--- src/wto_pkg.sv ---
// Types and constants shared by the wavetable oscillator.
// Depends on nothing; every other file but wto_ram imports it.
`default_nettype none

package wto_pkg;

	localparam int NOTE_W   = 7;
	localparam int STEP_W   = 9;
	localparam int FRAC_W   = 16;
	localparam int SAMPLE_W = 16;
	localparam int OCT_W    = 4;
	localparam int POS_W    = 9;

	localparam logic [FRAC_W-1:0] FRAC_FULL = 16'hFFFF;

	localparam int OUTQ_DEPTH = 4;
	localparam int OQ_AW      = 2;

	typedef enum logic [1:0] {
		MODE_TICK  = 2'd0,
		MODE_NOTE  = 2'd1,
		MODE_WAVE  = 2'd2,
		MODE_TABLE = 2'd3
	} wto_mode_t;

	typedef enum logic [2:0] {
		WF_SQUARE   = 3'd0,
		WF_SINE     = 3'd1,
		WF_TRIANGLE = 3'd2,
		WF_RSAW     = 3'd3,
		WF_LSAW     = 3'd4
	} wto_wave_t;

	typedef enum logic [1:0] {
		KIND_SINE     = 2'd0,
		KIND_SQUARE   = 2'd1,
		KIND_TRIANGLE = 2'd2,
		KIND_SAW      = 2'd3
	} wto_kind_t;

	typedef struct packed {
		wto_mode_t                   mode;
		logic [NOTE_W-1:0]           note_number;
		logic [STEP_W-1:0]           step_whole;
		logic [FRAC_W-1:0]           step_fraction;
		logic [2:0]                  waveform_code;
		wto_kind_t                   table_kind;
		logic [2:0]                  table_octave;
		logic [POS_W-1:0]            table_position;
		logic signed [SAMPLE_W-1:0]  table_value;
	} wto_item_t;

	typedef struct packed {
		logic signed [SAMPLE_W-1:0] sample_out;
		logic                       playing;
	} wto_result_t;

	typedef struct packed {
		logic              valid;
		logic              play;
		logic              neg;
		logic [FRAC_W-1:0] frac;
	} wto_meta_t;

endpackage

`default_nettype wire

--- src/wto_interp.sv ---
// Linear interpolation between two adjacent table words on one shared multiplier.
// Depends on wto_pkg.
`default_nettype none

module wto_interp import wto_pkg::*; (
	input  logic                clk,
	input  logic                arst_n,
	input  wto_meta_t           meta_s2,
	input  logic [SAMPLE_W-1:0] rdata,
	output logic                push,
	output wto_result_t         result
);

	localparam int PROD_W = SAMPLE_W + FRAC_W;

	// divide by the full-scale fraction, truncating
	function automatic logic [SAMPLE_W-1:0] quot_full(input logic [PROD_W-1:0] p);
		logic [SAMPLE_W-1:0] q0;
		logic [FRAC_W:0]     r0;
		q0 = p[PROD_W-1:FRAC_W];
		r0 = {1'b0, p[FRAC_W-1:0]} + (FRAC_W+1)'(q0);
		return q0 + SAMPLE_W'(r0 >= {1'b0, FRAC_FULL});
	endfunction

	wto_meta_t           meta_s3;
	wto_meta_t           meta_s4;
	logic                sign_a_s3;
	logic                sign_b_s4;
	logic [SAMPLE_W-1:0] term_a_s4;
	logic [PROD_W-1:0]   prod_q;

	logic [SAMPLE_W-1:0] mag;
	logic [FRAC_W-1:0]   weight;
	logic [SAMPLE_W-1:0] q;
	logic [SAMPLE_W-1:0] term_a;
	logic [SAMPLE_W-1:0] term_b;
	logic [SAMPLE_W-1:0] sum;
	logic [SAMPLE_W-1:0] value;

	assign mag    = rdata[SAMPLE_W-1] ? SAMPLE_W'(0) - rdata : rdata;
	assign weight = meta_s3.valid ? meta_s3.frac : ~meta_s2.frac;
	assign q      = quot_full(prod_q);
	assign term_a = sign_a_s3 ? SAMPLE_W'(0) - q : q;
	assign term_b = sign_b_s4 ? SAMPLE_W'(0) - q : q;
	assign sum    = term_a_s4 + term_b;
	assign value  = meta_s4.neg ? SAMPLE_W'(0) - sum : sum;

	always_ff @(posedge clk or negedge arst_n) begin
		if (!arst_n) begin
			meta_s3 <= '0;
			meta_s4 <= '0;
		end else begin
			meta_s3 <= meta_s2;
			meta_s4 <= meta_s3;
		end
	end

	always_ff @(posedge clk) begin
		prod_q    <= PROD_W'(mag) * PROD_W'(weight);
		sign_a_s3 <= rdata[SAMPLE_W-1];
		sign_b_s4 <= rdata[SAMPLE_W-1];
		term_a_s4 <= term_a;
	end

	assign push              = meta_s4.valid;
	assign result.sample_out = meta_s4.play ? value : '0;
	assign result.playing    = meta_s4.play;

endmodule

`default_nettype wire

--- config.mk ---
export PLATFORM = sky130hd
export DESIGN_NAME = wto_interp
export DESIGN_NICKNAME = d
export VERILOG_FILES = /design/src/wto_pkg.sv /design/src/wto_interp.sv
export SDC_FILE = /design/constraint.sdc
export NUM_CORES = 1
export LEC_CHECK = 0
export ABC_AREA = 1
export BUFFER_PORTS_ARGS = -buffer_cell sky130_fd_sc_hd__buf_2
export CAP_MARGIN = 30
export CELL_PAD_IN_SITES_DETAIL_PLACEMENT = 2
export CELL_PAD_IN_SITES_GLOBAL_PLACEMENT = 2
export CORE_MARGIN = 3
export CORE_UTILIZATION = 35
export DETAILED_ROUTE_END_ITERATION = 12
export PLACE_DENSITY = 0.88
export SLEW_MARGIN = 20
export SYNTH_ARGS = -nofsm -noshare
export SYNTH_HDL_FRONTEND = slang
export SYNTH_SLANG_ARGS = --single-unit
--- constraint.sdc ---
create_clock -name clk -period 6.3 [get_ports clk]
set_input_delay 0.315 -clock clk [delete_from_list [all_inputs] [get_ports clk]]
set_output_delay 0.315 -clock clk [all_outputs]
set_load 0.1 [all_outputs]
==> run metrics, run 1 <==
status=stopped before the end; last stage reached=global routing (5_1_grt); tool error=[ERROR GRT-0232] Routing congestion too high. Check the congestion heatmap in the GUI.; worst setup endpoint GRT=prod_q[29]$_DFF_P_/D; fraction of registers with async set/reset=between 30% and 40%; count of mapped cells out of synthesis=roughly 1700; average cell area after synthesis=7.67 um^2; pin category terminating the worst setup path after the last repair=register data pin; number of H-tree branching levels=3; sum of net half-perimeters after detailed placement=roughly 57000 um; TritonCTS Buffers=9; DIE WIDTH=between 200 and 250 um; Die Span Y=roughly 200 um; number of clock sinks seen by CTS=71; GRT Overall Usage=around three fifths; standard-cell rows=70; Seq/Total Area, Yosys=between 10% and 20%; gr ovfl total=24; CTS max path bufs=2; synthesized area=roughly 13000 um^2; Synth Register Bits=between 70 and 80; number of flops mapped to enable cells by yosys=0; effective utilization at floorplan=around 36%; maximum number of pins on one net before global-route repair=34; dominant cell by count in the synthesized netlist=nand2_1; worst setup timing slack at the placement stage=-1650 ps; post-synth cell types=53; DP Cell Count=roughly 2400; net count after synthesis=between 2000 and 2500; Root Buffer=clkbuf_16; area share of the leading cell type in the synthesized netlist=29.6%; I/O pin count=55; most common library cells after synthesis=385 x nand2_1, 345 x inv_1, 196 x fa_1; synth top area cells=fa_1 30%, ha_1 14%, nand2_1 11%; number of input and output port buffers inserted=between 50 and 60; routability congestion estimate=~0.91; Main synth FF type=dfxtp_1; top cell type by total area after synthesis=fa_1; Ys Warns=0
-- stage by stage --
step	setup TNS, ps	instance area [um^2]	hold slack (ps)
detailed placement	-28660	15600	338
CTS	-4260	17400	33.5
floorplan	-139	13500	19.4
global placement	-4440	15600	332
-- routing by layer --
metal | track usage [%] | overflow
met1 | 56.4 | 0
met2 | 85.3 | 11
met3 | 40.8 | 0
met4 | 65.3 | 13
met5 | 12.1 | 0
-- logic make-up after synthesis --
logic type,Yosys count,share of synthesized area (%)
compound gates,158,6.73
xor+xnor,61,4.43
fa+ha+maj,339,43.1
buf+inv,388,11.1
flops,71,11.6
simple gates,710,23.0
-- what timing repair did --
action / CTS
endpoints found under the hold margin: 22
setup endpoints to repair: 31
gates resized for setup: 273
hold buffers: 1
buffers inserted: 67
pin swaps: 131
==> run 2: changes to the inputs <==
Settings changed: CELL_PAD_IN_SITES_DETAIL_PLACEMENT 2 to not set, CELL_PAD_IN_SITES_GLOBAL_PLACEMENT 2 to not set, CORE_UTILIZATION 35 to 40, PLACE_DENSITY 0.88 to not set, PLACE_DENSITY_LB_ADDON set to 0.15.
Clock period 6.3 ns to 8.2 ns, I/O delays scaled along.
==> run 2 against run 1 <==
The flow now finishes without violations. Synthesized area stayed put. Synthesized cell count unchanged.
==> run metrics, run 2 <==
Layout area overhead=8.66%; count of unresolved DRC violations after routing=0; most common library cells after synthesis=385 x nand2_1, 345 x inv_1, 196 x fa_1; capture point of the worst reg-to-reg path=prod_q[25]$_DFF_P_; clock transition time at the flip-flop clock pins of the worst setup and hold paths=70 ps; GRT Overall Usage=roughly a fifth; count of mapped cells out of synthesis=about 1700; worst clock skew=14.9 ps; timing startpoint of the critical path=rdata[0]; via count of the first global-routing pass=11200; number of clock sinks seen by CTS=71; met3 wire length=1460 um; sum of net half-perimeters after detailed placement=about 30000 um; synthesized area=13200 um^2; Rel. slew slack=40.2%; proportion of layout cells with a drive suffix above 1=approximately 8.3%; routability congestion estimate=between 0.8 and 0.9; gr ovfl total=0; top cell type by total area after synthesis=fa_1; most frequent cells in the layout=385 x nand2_1, 345 x inv_1, 196 x fa_1, 178 x nor2_1, 143 x ha_1; Hold Path Class=in -> async; CP arrival=~7300 ps; post-synth cell types=53; 1st-pass router iterations=5; most frequent cell on the critical path=inv_1; Max Fclk=around 140 MHz; via density per instance=just under 5; Seq/Total Area, Yosys=between 10% and 20%; effective utilization at floorplan=about 41%; final period utilization=between 80% and 90%; maximum number of pins on one net before global-route repair=34; total negative setup slack=0 ps; average cell area after synthesis=roughly 7.7 um^2; data required time of the critical path=between 8000 and 9000 ps; synth top area cells=fa_1 30%, ha_1 14%, nand2_1 11%; number of flops mapped to enable cells by yosys=0; element type at the critical path start=primary input; number of H-tree branching levels=3; Slowest Stage Delay on Critical Path=~570 ps; number of vias in the routed layout=10900; top routing layer in use=met4; setup repair after global routing missed its margin=false; hold-fix buffer count after cts=0; CTS max path bufs=2; Main synth FF type=dfxtp_1; Fillers=approximately 3300; area of the core=between 30000 and 40000 um^2; Final Net Count=between 2000 and 2500; post-detailed-route count of antenna-violating nets=0; n_diodes=0; worst r2r src=meta_s3[18]$_DFF_PN0_; worst reg2reg setup slack=1390 ps; largest driver fanout on the critical path=13; I/O pin count=55; actual transition at the worst max-transition pin=slightly below 900 ps; final hold viol count=0; insertion delay to the later sink of the worst-skew pair=between 300 and 400 ps; Root Buffer=clkbuf_16; met2 wire length=roughly 16000 um; floorplan die area=35300 um^2; time the worst path needs with I/O delays and setup=7040 ps; CTS tree=done; standard-cell rows=65; routed wire length per instance=roughly 16 um; area share of the leading cell type in the synthesized netlist=between 20% and 30%; # resized after CTS=0; WL met1=around 16000 um; crit path capture type=flop; net count after synthesis=2103; fraction of registers with async set/reset=a little over 30%; TritonCTS Buffers=9; number of input and output port buffers inserted=54; cell depth of the worst flop-to-flop path=22; Die Span Y=188 um; wire length of the first global-routing pass=between 50000 and 60000 um; drt first-iter violations=around 640; antenna violations before repair=0; flip-flop count of the largest register after layout=32; register ranked first by flip-flop count=prod_q; dominant cell by count in the synthesized netlist=nand2_1; final routed wirelength across all metal layers=34800 um; Ys Warns=0; endpoints failing setup=0; count of buffers added by post-CTS timing repair for setup=0; status=complete, no violations; standard cell with the maximum stage delay on the critical path=fa_1; Synth Register Bits=71; max capacitance violation total=0; DIE WIDTH=188 um; number of max-slew violations in the final report=0; most common cell after layout, fill and taps aside=nand2_1; leading registers by flop count=prod_q (32), meta_s3 (19), term_a_s4 (16); Crit Path Class=in -> reg
## run 2: worst max path at each step
stage	depth (start not counted)	endpoint
floorplan	34	prod_q[25]$_DFF_P_
global placement	31	prod_q[24]$_DFF_P_
detailed placement	33	prod_q[25]$_DFF_P_
CTS	23	prod_q[25]$_DFF_P_
global route	36	prod_q[29]$_DFF_P_
finish	33	prod_q[25]$_DFF_P_
## run 2: worst max-delay path: cells and delay by family
family / cells / cell delay [ps]
adder cells (fa/ha/maj): 8 / 3480
AND/OR/NAND/NOR: 9 / 1420
AO/OA/AOI/OAI: 6 / 1260
buffers and inverters: 9 / 590
XOR/XNOR: 1 / 150
## run 2: final cells by class
| type | count | area (um^2) | area share [%] |
|---|---|---|---|
| sequential | 71 | 1530 | 10.6 |
| timing repair buffer | 76 | 443 | 3.08 |
| clock inverter | 7 | 78.8 | 0.548 |
| multi-input combinational | 1268 | 10200 | 71.2 |
| tap | 435 | 544 | 3.78 |
| clock buffer | 9 | 225 | 1.57 |
| inverter | 354 | 1330 | 9.23 |
## run 2: kinds of logic (layout without fill, tap and decap cells)
kind of cell	after synthesis	in the layout	synth area share, %
AO/OA/AOI/OAI	158	158	6.73
buffers and inverters	388	446	11.1
flip-flops	71	71	11.6
AND/OR/NAND/NOR	710	710	23.0
adder cells (fa/ha/maj)	339	339	43.1
XOR/XNOR	61	61	4.43
## run 2: per-layer routing
metal,track usage (%),vias up
li1,-,5383
met1,26.8,5187
met2,34.9,254
met3,3.23,56
met4,6.32,0
met5,0,-
## run 2: stage by stage
| step | setup WS [ps] | area (um^2) | util (%) | instances | hold WS (ps) |
|---|---|---|---|---|---|
| after floorplan | 1210 | 13200 | - | 1727 | 114 |
| after global routing | 426 | 14400 | 44.8 | 2220 | 75.7 |
| after CTS | 1110 | 14400 | 44.7 | 2219 | 60.8 |
| final | 1160 | 14400 | 44.8 | 2220 | 44.2 |
| after global placement | 966 | 14100 | 43.8 | 2203 | 332 |
| after detailed placement | 809 | 14100 | 43.8 | 2203 | 338 |
Power of run 2 is not shown: default switching activity piles up to over one toggle a cycle in this logic, so the estimate is an artifact.
==> run 3: changes to the inputs <==
Settings changed: MAX_ROUTING_LAYER set to met4, RECOVER_POWER set to 100.
Clock period 8.2 ns to 7.2 ns, I/O delays scaled along.
==> run 3 against run 2 <==
Largest cell class unchanged. First-iteration DRC count is 27% lower. Worst hold slack better by 70 ps. Sequential cell count did not move. Routed wire length down 0.58%. Sequential share of layout area down 0.22 points. Critical path type is now reg -> reg.
==> run metrics, run 3 (same netlist as run 2, synthesis figures left out) <==
Hold Path Class=in -> reg; CTS tree=done; time the worst path needs with I/O delays and setup=about 6700 ps; standard cell with the maximum stage delay on the critical path=o21ai_1; number of max-slew violations in the final report=0; antenna violations before repair=0; DIE WIDTH=188 um; final routed wirelength across all metal layers=between 30000 and 40000 um; total negative setup slack=0 ps; effective utilization at floorplan=between 40 and 50%; register ranked first by flip-flop count=prod_q; sequential cell area=1530 um^2; largest driver fanout on the critical path=26; proportion of layout cells with a drive suffix above 1=9.23%; routing layer with the top usage in global route=met2; gr ovfl total=0; Final Net Count=roughly 2200; wire length of the first global-routing pass=slightly below 60000 um; most common cell after layout, fill and taps aside=nand2_1; Slowest Stage Delay on Critical Path=roughly 810 ps; post-detailed-route count of antenna-violating nets=0; actual transition at the worst max-transition pin=between 1000 and 1500 ps; GRT Overall Usage=between 20% and 30%; worst r2r src=meta_s3[18]$_DFF_PN0_; data required time of the critical path=~7500 ps; setup repair after global routing missed its margin=false; multi-input gate area in the final layout=10300 um^2; CP arrival=about 7000 ps; element type at the critical path start=flop; worst clock skew=13.4 ps; maximum number of pins on one net before global-route repair=27; flip-flop count of the largest register after layout=32; Crit Path Class=reg -> reg; cell family with most CP delay=adder cells; most frequent cells in the layout=386 x nand2_1, 345 x inv_1, 196 x fa_1, 178 x nor2_1, 142 x ha_1; I/O pin count=55; endpoints failing setup=0; Root Buffer=clkbuf_16; met2 GRT Util=35.9%; most frequent cell on the critical path=fa_1; Max Fclk=150 MHz; worst reg2reg setup slack=approximately 500 ps; Rel. slew slack=roughly 1.1%; drt first-iter violations=469; Post-Place Cell Area=approximately 14000 um^2; cell count of the worst hold path=1; number of input and output port buffers inserted=54; number of H-tree branching levels=3; timing startpoint of the critical path=meta_s3[18]$_DFF_PN0_; final hold viol count=0; floorplan die area=roughly 35000 um^2; status=complete, no violations; insertion delay to the later sink of the worst-skew pair=~360 ps; sum of net half-perimeters after detailed placement=slightly above 30000 um; crit path capture type=flop; fin util=a little under half; routability congestion estimate=0.946; Global Route met3 Usage=approximately 4.0%; buffers plus inverters on the worst setup path=3; leading registers by flop count=prod_q (32), meta_s3 (19), term_a_s4 (16); destination of the critical timing path=prod_q[24]$_DFF_P_; 1st-pass router iterations=5; via density per instance=roughly 4.9; standard-cell rows=65; Layout area overhead=11.0%; area of the core=about 32000 um^2; final period utilization=92.9%; number of cells on the critical path=19; CTS max path bufs=2; count of unresolved DRC violations after routing=0; cell area after layout=roughly 15000 um^2; number of clock sinks seen by CTS=between 70 and 80; met1 demand-to-capacity share in global routing=approximately a quarter; TritonCTS Buffers=9; max capacitance violation total=0; cell depth of the worst flop-to-flop path=19; Critical Path, Cell by Cell=o21ai_1 -> nand2_1 -> fa_1 -> inv_1 -> fa_1 -> inv_1 -> fa_1 -> fa_1 -> inv_1 -> fa_1 -> fa_1 -> ha_1 -> a21oi_1 -> o21ai_0 -> o21bai_1 -> a21boi_1 -> o211ai_1 -> a21oi_1 -> xnor2_1; via count of the first global-routing pass=~12000; number of vias in the routed layout=11000; clock transition time at the flip-flop clock pins of the worst setup and hold paths=roughly 60 ps; capture point of the worst reg-to-reg path=prod_q[24]$_DFF_P_; Die Span Y=188 um; n_diodes=0; routed wire length per instance=approximately 15 um; Fillers=around 3300
## run 3: through the flow
stage | setup slack [ps] | instances | hold WS [ps]
2_1_floorplan | 256 | 1727 | 64.4
3_3_place_gp | 209 | 2240 | 334
3_5_place_dp | 79.1 | 2240 | 335
4_1_cts | 336 | 2256 | 21.5
5_1_grt | 1.31 | 2256 | 92.3
6_report | 515 | 2256 | 114
## run 3: worst min path at each step
stage,to,startpoint,slack [ps]
after floorplan,meta_s3[0]$_DFF_PN0_,arst_n,60
after global placement,result[0]$_DFF_PN0_,meta_s3[17]$_DFF_PN0_,330
after detailed placement,result[0]$_DFF_PN0_,meta_s3[17]$_DFF_PN0_,330
after CTS,meta_s3[3]$_DFF_PN0_,arst_n,20
after global routing,meta_s3[17]$_DFF_PN0_,meta_s2[17],90
final,meta_s3[16]$_DFF_PN0_,meta_s2[16],110
## run 3: area by class of cell
class	instances	share of cell area [%]
clock buffer	9	1.53
clock inverter	7	0.689
inverter	354	9.04
multi-input combinational	1268	69.8
sequential	71	10.4
tap	435	3.70
timing repair buffer	112	4.79
## run 3: routing by layer
metal / vias up / share of wire (%)
li1: 5464 / -
met1: 5241 / 45
met2: 240 / 48
met3: 46 / 4.9
met4: 0 / 2.0
met5: - / 0
## run 3: timing repair
item	in CTS	in global routing
hold buffers	0	0
setup buffers	0	0
setup endpoints to repair	0	13
resized for setup	0	19
Power of run 3 is left out for the same reason.
