[config.mk]
export PLATFORM = sky130hd
export DESIGN_NAME = wto_ctrl
export DESIGN_NICKNAME = d
export VERILOG_FILES = /design/src/wto_pkg.sv /design/src/wto_ctrl.sv
export SDC_FILE = /design/constraint.sdc
export NUM_CORES = 1
export LEC_CHECK = 0
export BUFFER_PORTS_ARGS = -buffer_cell sky130_fd_sc_hd__buf_4
export CAP_MARGIN = 5
export CORE_ASPECT_RATIO = 1.1
export CORE_MARGIN = 4
export CORE_UTILIZATION = 40
export DETAILED_ROUTE_END_ITERATION = 6
export HOLD_SLACK_MARGIN = 0.02
export PLACE_DENSITY = 0.62
export SLEW_MARGIN = 40
export SYNTH_ARGS = -nofsm -noshare
export SYNTH_HDL_FRONTEND = slang
export SYNTH_SLANG_ARGS = --single-unit
[constraint.sdc]
create_clock -name clk -period 7 [get_ports clk]
set_clock_uncertainty 0.1 [all_clocks]
set_input_delay 0 -clock clk [delete_from_list [all_inputs] [get_ports clk]]
set_output_delay 0 -clock clk [all_outputs]
set_load 0.03 [all_outputs]
[src/wto_pkg.sv]
// Types and constants shared by the wavetable oscillator.
// Depends on nothing; every other file but wto_ram imports it.
`default_nettype none

package wto_pkg;

	localparam int NOTE_W   = 7;
	localparam int STEP_W   = 9;
	localparam int FRAC_W   = 16;
	localparam int SAMPLE_W = 16;
	localparam int OCT_W    = 4;
	localparam int POS_W    = 9;

	localparam logic [FRAC_W-1:0] FRAC_FULL = 16'hFFFF;

	localparam int OUTQ_DEPTH = 4;
	localparam int OQ_AW      = 2;

	typedef enum logic [1:0] {
		MODE_TICK  = 2'd0,
		MODE_NOTE  = 2'd1,
		MODE_WAVE  = 2'd2,
		MODE_TABLE = 2'd3
	} wto_mode_t;

	typedef enum logic [2:0] {
		WF_SQUARE   = 3'd0,
		WF_SINE     = 3'd1,
		WF_TRIANGLE = 3'd2,
		WF_RSAW     = 3'd3,
		WF_LSAW     = 3'd4
	} wto_wave_t;

	typedef enum logic [1:0] {
		KIND_SINE     = 2'd0,
		KIND_SQUARE   = 2'd1,
		KIND_TRIANGLE = 2'd2,
		KIND_SAW      = 2'd3
	} wto_kind_t;

	typedef struct packed {
		wto_mode_t                   mode;
		logic [NOTE_W-1:0]           note_number;
		logic [STEP_W-1:0]           step_whole;
		logic [FRAC_W-1:0]           step_fraction;
		logic [2:0]                  waveform_code;
		wto_kind_t                   table_kind;
		logic [2:0]                  table_octave;
		logic [POS_W-1:0]            table_position;
		logic signed [SAMPLE_W-1:0]  table_value;
	} wto_item_t;

	typedef struct packed {
		logic signed [SAMPLE_W-1:0] sample_out;
		logic                       playing;
	} wto_result_t;

	typedef struct packed {
		logic              valid;
		logic              play;
		logic              neg;
		logic [FRAC_W-1:0] frac;
	} wto_meta_t;

endpackage

`default_nettype wire

[src/wto_ctrl.sv]
// Oscillator state, request handling, phase update and wave memory addressing.
// Depends on wto_pkg.
`default_nettype none

module wto_ctrl import wto_pkg::*; #(
	parameter int SAMPLES_PER_CYCLE = 512,
	parameter int TABLE_OCTAVES = 8,
	localparam int AW = $clog2(SAMPLES_PER_CYCLE * (1 + 3 * TABLE_OCTAVES))
) (
	input  logic                clk,
	input  logic                arst_n,
	input  logic                accept,
	input  wto_item_t           item,
	output logic                busy,
	output logic                we,
	output logic [AW-1:0]       waddr,
	output logic [SAMPLE_W-1:0] wdata,
	output logic [AW-1:0]       raddr,
	output wto_meta_t           meta_s2
);

	localparam int PW = $clog2(SAMPLES_PER_CYCLE);
	localparam int RW = $clog2(1 + 3 * TABLE_OCTAVES);
	localparam int CW = ($clog2(SAMPLES_PER_CYCLE + 1) > STEP_W) ?
		$clog2(SAMPLES_PER_CYCLE + 1) : STEP_W;
	localparam int MOD_STEPS = (SAMPLES_PER_CYCLE >= (1 << STEP_W)) ? 0 :
		$clog2((((1 << STEP_W) - 1) / SAMPLES_PER_CYCLE) + 1);

	function automatic logic [OCT_W-1:0] octave_of(input logic [NOTE_W-1:0] n);
		logic [12:0] p;
		p = 13'(n) * 13'd43;
		return p[12:9];
	endfunction

	logic                 running_q;
	logic [OCT_W-1:0]     cur_oct_q;
	logic [PW-1:0]        cur_swm_q;
	logic                 cur_big_q;
	logic [FRAC_W-1:0]    cur_sf_q;
	wto_wave_t            cur_wf_q;
	logic                 pend_note_q;
	logic [OCT_W-1:0]     pend_oct_q;
	logic [PW-1:0]        pend_swm_q;
	logic                 pend_big_q;
	logic [FRAC_W-1:0]    pend_sf_q;
	logic                 pend_wave_q;
	wto_wave_t            pend_wf_q;
	logic [PW-1:0]        ph_whole_q;
	logic [FRAC_W-1:0]    ph_frac_q;
	logic                 s1_valid_q;
	logic                 s1_play_q;
	logic [AW-1:0]        addr1_s2;

	logic                 is_tick;
	logic                 is_note;
	logic                 is_wave;
	logic                 is_table;
	logic [STEP_W-1:0]    req_rem;
	logic                 req_big;
	logic [FRAC_W:0]      fs;
	logic [PW:0]          ws;
	logic                 ws_ge;
	logic [PW-1:0]        ws_red;
	logic                 start;
	logic                 latch_note;
	logic                 latch_wave;
	logic                 sine;
	logic [RW-1:0]        row_r;
	logic [RW-1:0]        row_w;
	logic                 neg;
	logic [AW-1:0]        base;
	logic [AW-1:0]        addr0;
	logic [AW-1:0]        addr1;
	logic [PW-1:0]        nxt;
	logic                 pos_ok;
	logic                 oct_ok;

	assign is_tick  = accept && (item.mode == MODE_TICK);
	assign is_note  = accept && (item.mode == MODE_NOTE);
	assign is_wave  = accept && (item.mode == MODE_WAVE);
	assign is_table = accept && (item.mode == MODE_TABLE);

	// reduce the whole step below one cycle; remember whether it was oversized
	always_comb begin
		req_rem = item.step_whole;
		for (int k = MOD_STEPS - 1; k >= 0; k--) begin
			if (req_rem >= STEP_W'(SAMPLES_PER_CYCLE << k)) begin
				req_rem = req_rem - STEP_W'(SAMPLES_PER_CYCLE << k);
			end
		end
	end

	assign req_big = CW'(item.step_whole) >= CW'(SAMPLES_PER_CYCLE);

	assign fs     = {1'b0, ph_frac_q} + {1'b0, cur_sf_q};
	assign ws     = (PW+1)'(ph_whole_q) + (PW+1)'(cur_swm_q) + (PW+1)'(fs[FRAC_W]);
	assign ws_ge  = ws >= (PW+1)'(SAMPLES_PER_CYCLE);
	assign ws_red = ws_ge ? PW'(ws - (PW+1)'(SAMPLES_PER_CYCLE)) : PW'(ws);

	assign start      = !running_q && pend_note_q && pend_wave_q;
	assign latch_note = is_tick && pend_note_q && (start || (running_q && (cur_big_q || ws_ge)));
	assign latch_wave = is_tick && pend_wave_q && (start || (running_q && (cur_big_q || ws_ge)));

	always_ff @(posedge clk or negedge arst_n) begin
		if (!arst_n) begin
			running_q   <= 1'b0;
			cur_oct_q   <= '0;
			cur_swm_q   <= '0;
			cur_big_q   <= 1'b0;
			cur_sf_q    <= '0;
			cur_wf_q    <= WF_SQUARE;
			pend_note_q <= 1'b0;
			pend_oct_q  <= '0;
			pend_swm_q  <= '0;
			pend_big_q  <= 1'b0;
			pend_sf_q   <= '0;
			pend_wave_q <= 1'b0;
			pend_wf_q   <= WF_SQUARE;
			ph_whole_q  <= '0;
			ph_frac_q   <= '0;
			s1_valid_q  <= 1'b0;
			s1_play_q   <= 1'b0;
			meta_s2     <= '0;
		end else begin
			if (is_note) begin
				pend_note_q <= 1'b1;
				pend_oct_q  <= octave_of(item.note_number);
				pend_swm_q  <= PW'(req_rem);
				pend_big_q  <= req_big;
				pend_sf_q   <= item.step_fraction;
			end else if (latch_note) begin
				pend_note_q <= 1'b0;
			end
			if (is_wave && (item.waveform_code <= 3'(WF_LSAW))) begin
				pend_wave_q <= 1'b1;
				pend_wf_q   <= wto_wave_t'(item.waveform_code);
			end else if (latch_wave) begin
				pend_wave_q <= 1'b0;
			end
			if (latch_note) begin
				cur_oct_q <= pend_oct_q;
				cur_swm_q <= pend_swm_q;
				cur_big_q <= pend_big_q;
				cur_sf_q  <= pend_sf_q;
			end
			if (latch_wave) begin
				cur_wf_q <= pend_wf_q;
			end
			if (is_tick) begin
				if (running_q) begin
					ph_whole_q <= ws_red;
					ph_frac_q  <= fs[FRAC_W-1:0];
				end else if (start) begin
					ph_whole_q <= '0;
					ph_frac_q  <= '0;
					running_q  <= 1'b1;
				end
			end
			s1_valid_q    <= is_tick;
			s1_play_q     <= running_q || start;
			meta_s2.valid <= s1_valid_q;
			meta_s2.play  <= s1_play_q;
			meta_s2.neg   <= neg;
			meta_s2.frac  <= ph_frac_q;
		end
	end

	// table selection for the note now playing
	assign sine = (cur_oct_q >= OCT_W'(TABLE_OCTAVES)) || (cur_wf_q == WF_SINE);
	assign neg  = (cur_oct_q < OCT_W'(TABLE_OCTAVES)) && (cur_wf_q == WF_RSAW);

	always_comb begin
		if (sine) begin
			row_r = '0;
		end else begin
			unique case (cur_wf_q) inside
				WF_SQUARE:        row_r = RW'(1) + RW'(cur_oct_q);
				WF_TRIANGLE:      row_r = RW'(1 + TABLE_OCTAVES) + RW'(cur_oct_q);
				WF_RSAW, WF_LSAW: row_r = RW'(1 + 2 * TABLE_OCTAVES) + RW'(cur_oct_q);
				default:          row_r = '0;
			endcase
		end
	end

	assign nxt   = (ph_whole_q == PW'(SAMPLES_PER_CYCLE - 1)) ? '0 : ph_whole_q + PW'(1);
	assign base  = AW'(row_r) * AW'(SAMPLES_PER_CYCLE);
	assign addr0 = base + AW'(ph_whole_q);
	assign addr1 = base + AW'(nxt);

	always_ff @(posedge clk) begin
		addr1_s2 <= addr1;
	end

	assign raddr = s1_valid_q ? addr0 : addr1_s2;
	assign busy  = s1_valid_q;

	// table word writes
	always_comb begin
		unique case (item.table_kind)
			KIND_SINE:     row_w = '0;
			KIND_SQUARE:   row_w = RW'(1) + RW'(item.table_octave);
			KIND_TRIANGLE: row_w = RW'(1 + TABLE_OCTAVES) + RW'(item.table_octave);
			KIND_SAW:      row_w = RW'(1 + 2 * TABLE_OCTAVES) + RW'(item.table_octave);
			default:       row_w = '0;
		endcase
	end

	assign pos_ok = CW'(item.table_position) < CW'(SAMPLES_PER_CYCLE);
	assign oct_ok = (item.table_kind == KIND_SINE) ||
		(OCT_W'(item.table_octave) < OCT_W'(TABLE_OCTAVES));

	assign we    = is_table && pos_ok && oct_ok;
	assign waddr = AW'(row_w) * AW'(SAMPLES_PER_CYCLE) + AW'(item.table_position);
	assign wdata = item.table_value;

endmodule

`default_nettype wire

# [Word level (Yosys, flattened, before mapping)]
# Cells that the tools add are included.
[totals] regBits=127 latch_bits=0 ram_bits=0 romBits=0 wordCells=91 mem_count=0
[op_classes] add_sub_neg=14 mul=1 div=0 order_cmp=4 n_eq_ne=11 shifts=0 mux=16 bitwise_logic=0 n_reduce_logical=25
[op_table] cell="$add A14 B9 Y14" count=3
[op_table] cell="$mux W9" count=4
[op_table] cell="$mux W16" count=2
[op_table] cell="$pmux W5 S4" count=1
[op_table] cell="$add A16 B16 Y17" count=1
[op_table] cell="$pmux W5 S3" count=1
[op_table] cell="$mux W14" count=1
[op_table] cell="$logic_and A1 B1 Y1" count=13
[op_table] cell="$mul A7 B6 Y13 const B" count=1
[op_table] cell="$add A10 B1 Y10" count=1
[op_table] cell="$add A9 B9 Y10" count=1
[op_table] cell="$ge A10 B10 Y1 const B" count=1
[op_table] cell="$add A9 B1 Y9 const B" count=1
[op_table] cell="$eq A9 B9 Y1 const B" count=1
[op_table] cell="$sub A9 B1 Y9 const B" count=1
[op_table] cell="$eq A2 B2 Y1 const B" count=4
[op_table] cell="$eq A3 B2 Y1 const B" count=2
[op_table] cell="$mux W1" count=6
[op_table] cell="$reduce_bool A2 Y1" count=3
[op_table] cell="$add A1 B4 Y5 const A" count=1
[op_table] cell="$add A4 B3 Y5 const A" count=1
[op_table] cell="$add A4 B4 Y5 const A" count=1
[op_table] cell="$add A5 B3 Y5 const A" count=1
[op_table] cell="$add A5 B4 Y5 const A" count=1
[op_table] cell="other kinds (14)" count=18

# [Depth between registers and ports, before layout]
[logic_depth] ltp_word=8 depth_mapped=16 mapped_depth_nobuf=15

# [Least setup slack after synthesis]
# OpenSTA, ideal clock, no wires.
[synth_path] path_type="register to register" from="reg ph_frac_q[0]" to="reg cur_oct_q[0]" t_arrival_ps=3245 required_time_ps=6775 slack_ps=3530 path_stages_with_launch=17 n_path_buf=2 synth_period_minus_slack_ps=3470 cell_sequence="dfrtp_1 -> ha_1 -> inv_1 -> fa_1 -> nand2b_1 -> a21oi_1 -> o21a_1 -> nor3_1 -> o21a_1 -> fa_1 -> nor2b_1 -> o31a_1 -> o21ba_2 -> o211ai_2 -> buf_6 -> buf_12 -> mux2_4"
[synth_between] elab_chain_cells=6
[synth_rtl] item="from (decl)" line="wto_ctrl.sv:49" rtl="logic [FRAC_W-1:0] ph_frac_q;"
[synth_rtl] item="from (signal assigned)" line="wto_ctrl.sv:152" rtl="ph_frac_q <= fs[FRAC_W-1:0];"
[synth_rtl] item="$add A16 B16 Y17" line="wto_ctrl.sv:95" rtl="assign fs = {1'b0, ph_frac_q} + {1'b0, cur_sf_q};"
[synth_rtl] item="$add A10 B1 Y10" line="wto_ctrl.sv:96" rtl="assign ws = (PW+1)'(ph_whole_q) + (PW+1)'(cur_swm_q) + (PW+1)'(fs[FRAC_W]);"
[synth_rtl] item="$ge A10 B10 Y1" line="wto_ctrl.sv:97" rtl="assign ws_ge = ws >= (PW+1)'(SAMPLES_PER_CYCLE);"
[synth_rtl] item="$logic_and A1 B1 Y1" line="wto_ctrl.sv:101" rtl="assign latch_note = is_tick && pend_note_q && (start || (running_q && (cur_big_q || ws_ge)));"
[synth_rtl] item="$logic_or A1 B1 Y1" line="wto_ctrl.sv:101"
[synth_rtl] item="$logic_and A1 B1 Y1" line="wto_ctrl.sv:101"
[synth_rtl] item="to (signal assigned)" line="wto_ctrl.sv:141" rtl="cur_oct_q <= pend_oct_q;"
[synth_rtl] item="to (decl)" line="wto_ctrl.sv:36" rtl="logic [OCT_W-1:0] cur_oct_q;"
# No other way between the ends.
# A chain may end at the register's enable or synchronous reset.

# [Final worst setup path]
[layout_path] from="reg ph_frac_q[9]" to="reg cur_sf_q[7]"
[layout_between] elab_chain_cells=6
[layout_rtl] item="$add A16 B16 Y17" line="wto_ctrl.sv:95"
[layout_rtl] item="$add A10 B1 Y10" line="wto_ctrl.sv:96"
[layout_rtl] item="$ge A10 B10 Y1" line="wto_ctrl.sv:97"
[layout_rtl] item="$logic_and A1 B1 Y1" line="wto_ctrl.sv:101"
[layout_rtl] item="$logic_or A1 B1 Y1" line="wto_ctrl.sv:101"
[layout_rtl] item="$logic_and A1 B1 Y1" line="wto_ctrl.sv:101"
[layout_rtl] item="to (signal assigned)" line="wto_ctrl.sv:144" rtl="cur_sf_q <= pend_sf_q;"
[layout_rtl] item="to (decl)" line="wto_ctrl.sv:39" rtl="logic [FRAC_W-1:0] cur_sf_q;"
# No other way between the ends.

==> flow_metrics.env <==
export IMPL_yosys_top_cells_area="dfrtp_1 (41%), ha_1 (11%), mux2_2 (10%)"
export IMPL_buffers_inserted_during_post_cts_setup_optimization=0
export IMPL_power_internal_mw=2.16
export IMPL_nNetsFinal=890
export IMPL_top_level_ports=135
export IMPL_startpoint_type="flip-flop"
export IMPL_post_drt_wl_per_cell_um=14.9
export IMPL_min_delay_path_class="primary input to async pin"
export IMPL_seq_area_frac_synth=0.446
export IMPL_drtIter0Drc=255
export IMPL_std_cell_rows=50
export IMPL_criticalPathCategory="flip-flop to flip-flop"
export IMPL_post_route_cells_drive_above_1_share=0.258
export IMPL_areaGrowthSynthToFinish_pct=27.3
export IMPL_outcome="finished, final reports clean"
export IMPL_fp_dieArea_sq_um=19600
export IMPL_pin_count_of_the_biggest_net_entering_global_routing=60
export IMPL_power_share_combinational=0.400
export IMPL_cellLeakagePower_nw=4.28
export IMPL_path_clk_slew_ps=60
export IMPL_finalCriticalPeriod_ps=4110
export IMPL_clock_insertion_delay_at_the_later_pin_of_the_skew_report_ps=420
export IMPL_critical_path_arrival_ps=4300
export IMPL_detailedRoute_firstPassIterationCount=4
export IMPL_switching_share=0.369
export IMPL_crit_path_end_kind="flip-flop"
export IMPL_postSynthRegisterBits=127
export IMPL_grt_pass1_vias=5448
export IMPL_synth_cell_types=60
export IMPL_r2r_start="ph_frac_q[9]"
export IMPL_cts_hold_repair_buffers=63
export IMPL_synth_largest_area_cell="dfrtp_1"
export IMPL_timing_critical_path_buf_inv=1
export IMPL_max_cap_violations=0
export IMPL_most_common_layout_cells="dfrtp_1 (113), buf_4 (87), mux2_2 (63), dlygate4sd3_1 (63), ha_1 (60)"
export IMPL_power_net_switching_mw=1.26
export IMPL_clock_tree_root_driver_cell="clkbuf_16"
export IMPL_synth_top_cell_area_share=0.406
export IMPL_required_ps=7200
export IMPL_first_pass_grt_wire_length_um=25700
export IMPL_post_route_ant_nets=0
export IMPL_gr_usage_all_layers=0.160
export IMPL_reg2reg_setup_slack_ps=2890
export IMPL_vdd_ir_drop_max_mv=0.181
export IMPL_synth_area_sq_um=6970
export IMPL_number_of_standard_cells_after_synthesis=620
export IMPL_die_x_um=134
export IMPL_core_sq_um=17100
export IMPL_tritoncts="built"
export IMPL_cts_path_max_buffers=2
export IMPL_syn_num_nets=759
export IMPL_clock_sinks=127
export IMPL_timing_worst_slew_pin_value_ps=778
export IMPL_cp_max_fo=17
export IMPL_synth_edff_count=0
export IMPL_vias=5090
export IMPL_synth_flop_cell="dfrtp_1"
export IMPL_grt_antenna_before_repair=0
export IMPL_dp_final_hpwl_um=10500
export IMPL_final_period_utilization=0.587
export IMPL_worst_slew_margin_rel=0.480
export IMPL_timing_reg2reg_worst_path_depth=13
export IMPL_timing_hold_violations_final=0
export IMPL_post_synthesis_area_per_instance_sq_um=11.2
export IMPL_htree_levels=4
export IMPL_worst_r2r_endpoint="cur_sf_q[7]"
export IMPL_power_density_cell_area_nw_per_um2=386
export IMPL_num_fill_cells=1486
export IMPL_cts_repair_resize_count=0
export IMPL_gp_weighted_congestion=0.880
export IMPL_critical_path_top_delay_family="compound AO/OA/AOI/OAI gates"
export IMPL_route_final_wire_length_um=14800
export IMPL_synthArstFlopShare=0.890
export IMPL_pwr_share_clk=0.247
export IMPL_rsz0062_at_grt="no"
export IMPL_drc_errors=0
export IMPL_route_detailed_vias_per_inst=5.10
export IMPL_share_seq_of_total_power=0.352
export IMPL_maxSlewViolCount=0
export IMPL_start_util=0.408
export IMPL_worst_path_max_delay_cell="o211ai_4"
export IMPL_final_setup_viol_count=0
export IMPL_antenna_cells_inserted=0
export IMPL_tritoncts_num_buffers=17
export IMPL_slowest_delay_ps=540
export IMPL_maxClockFrequency_mhz=243
export IMPL_final_core_utilization=0.520
export IMPL_port_buffers=84
export IMPL_cpMostUsedCell="nor2b_1"
export IMPL_overflow=0
export IMPL_die_height_um=146
export IMPL_layout_cells_most_common="dfrtp_1"
export IMPL_yosys_warnings=0
export IMPL_setup_tns_final_ps=0
export IMPL_timing_critical_path_cells="ha_1, a21oi_1, o21ai_0, nor2b_1, nor3_1, o21a_1, fa_1, nor2b_1, o31a_1, o21ba_2, o211ai_4, buf_4, mux2_2"
[power groups by stage]
stage | Combinational, mW | Sequential (mW) | Clock (mW)
finish | 1.37 | 1.21 | 0.848
floorplan | 0.911 | 1.25 | 0
global route | 1.53 | 1.25 | 0.898
global placement | 1.28 | 1.21 | 0
CTS | 1.38 | 1.21 | 0.865
detailed placement | 1.32 | 1.22 | 0
[layout make-up]
class | instances | area (sq um) | area share
tap | 234 | 293 | 0.0330
multi-input combinational | 411 | 3440 | 0.388
clock buffer | 21 | 450 | 0.0508
timing repair buffer | 151 | 1300 | 0.147
sequential | 127 | 3110 | 0.350
clock inverter | 11 | 116 | 0.0131
inverter | 43 | 161 | 0.0182
[state kept, by name (all words and copies together), names as in the netlist]
signal / flops
meta_s2: 19
pend_oct_q: 4
pend_swm_q: 9
cur_oct_q: 4
pend_note_q: 1
s1_play_q: 1
running_q: 1
cur_swm_q: 9
pend_wf_q: 3
cur_sf_q: 16
ph_whole_q: 9
pend_sf_q: 16
pend_wave_q: 1
ph_frac_q: 16
addr1_s2: 14
cur_wf_q: 3
busy: 1
[stage by stage]
step	total power [mW]	cell area, sq um	worst slack (ps)	instances	hold slack (ps)
global route	3.67	8870	2650	998	144
floorplan	2.16	6970	3530	620	-396
CTS	3.45	8850	2880	997	88.1
global placement	2.49	7660	3010	902	-99.8
finish	3.43	8870	2890	998	60.6
detailed placement	2.54	7660	2920	902	-99.8
[cells in the mapped netlist (5+ instances only)]
cell      count
nor3b_1       7
nor3_1        6
xor2_1        9
nor2_1       27
buf_4        26
o21a_1       12
and3_1        5
inv_1        43
ha_1         60
fa_1          9
mux2_4       10
clkbuf_1     10
nand2b_1      6
mux2_2       63
o21ai_0      27
a21o_1       12
a21oi_1      21
dfxtp_1      14
nor2b_1       9
o211ai_1      6
nand3_1      17
dfrtp_1     113
a32o_1        5
o31ai_1       7
nand2_1      38
xnor2_1       6
[per-layer routing]
metal	up-vias	wire length [um]	part of all wire	GRT usage
met1	2482	6760	0.46	0.205
met3	14	605	0.041	0.0355
met4	0	217	0.015	0.0592
met2	140	7240	0.49	0.266
met5	-	0	0	0
li1	2454	-	-	-
[kinds of logic after synthesis]
kind of cell             share of synthesized area
flip-flops                                   0.446
buffers and inverters                       0.0616
adder cells (fa/ha/maj)                      0.134
AND/OR/NAND/NOR                             0.0973
AO/OA/AOI/OAI                                0.120
XOR/XNOR                                    0.0188
multiplexers                                 0.123
[worst max-delay path by stage]
stage	start	to	slack, ps	cells past startpoint
after floorplan	ph_frac_q[0]	cur_oct_q[0]	3530	16
after global placement	cur_sf_q[9]	cur_sf_q[9]	3010	13
after detailed placement	ph_frac_q[9]	cur_sf_q[9]	2920	13
after CTS	ph_frac_q[9]	cur_sf_q[0]	2880	13
after global routing	ph_frac_q[9]	cur_sf_q[7]	2650	13
final	ph_frac_q[9]	cur_sf_q[7]	2890	13
Note: power is estimated with default switching activity, not from simulation.
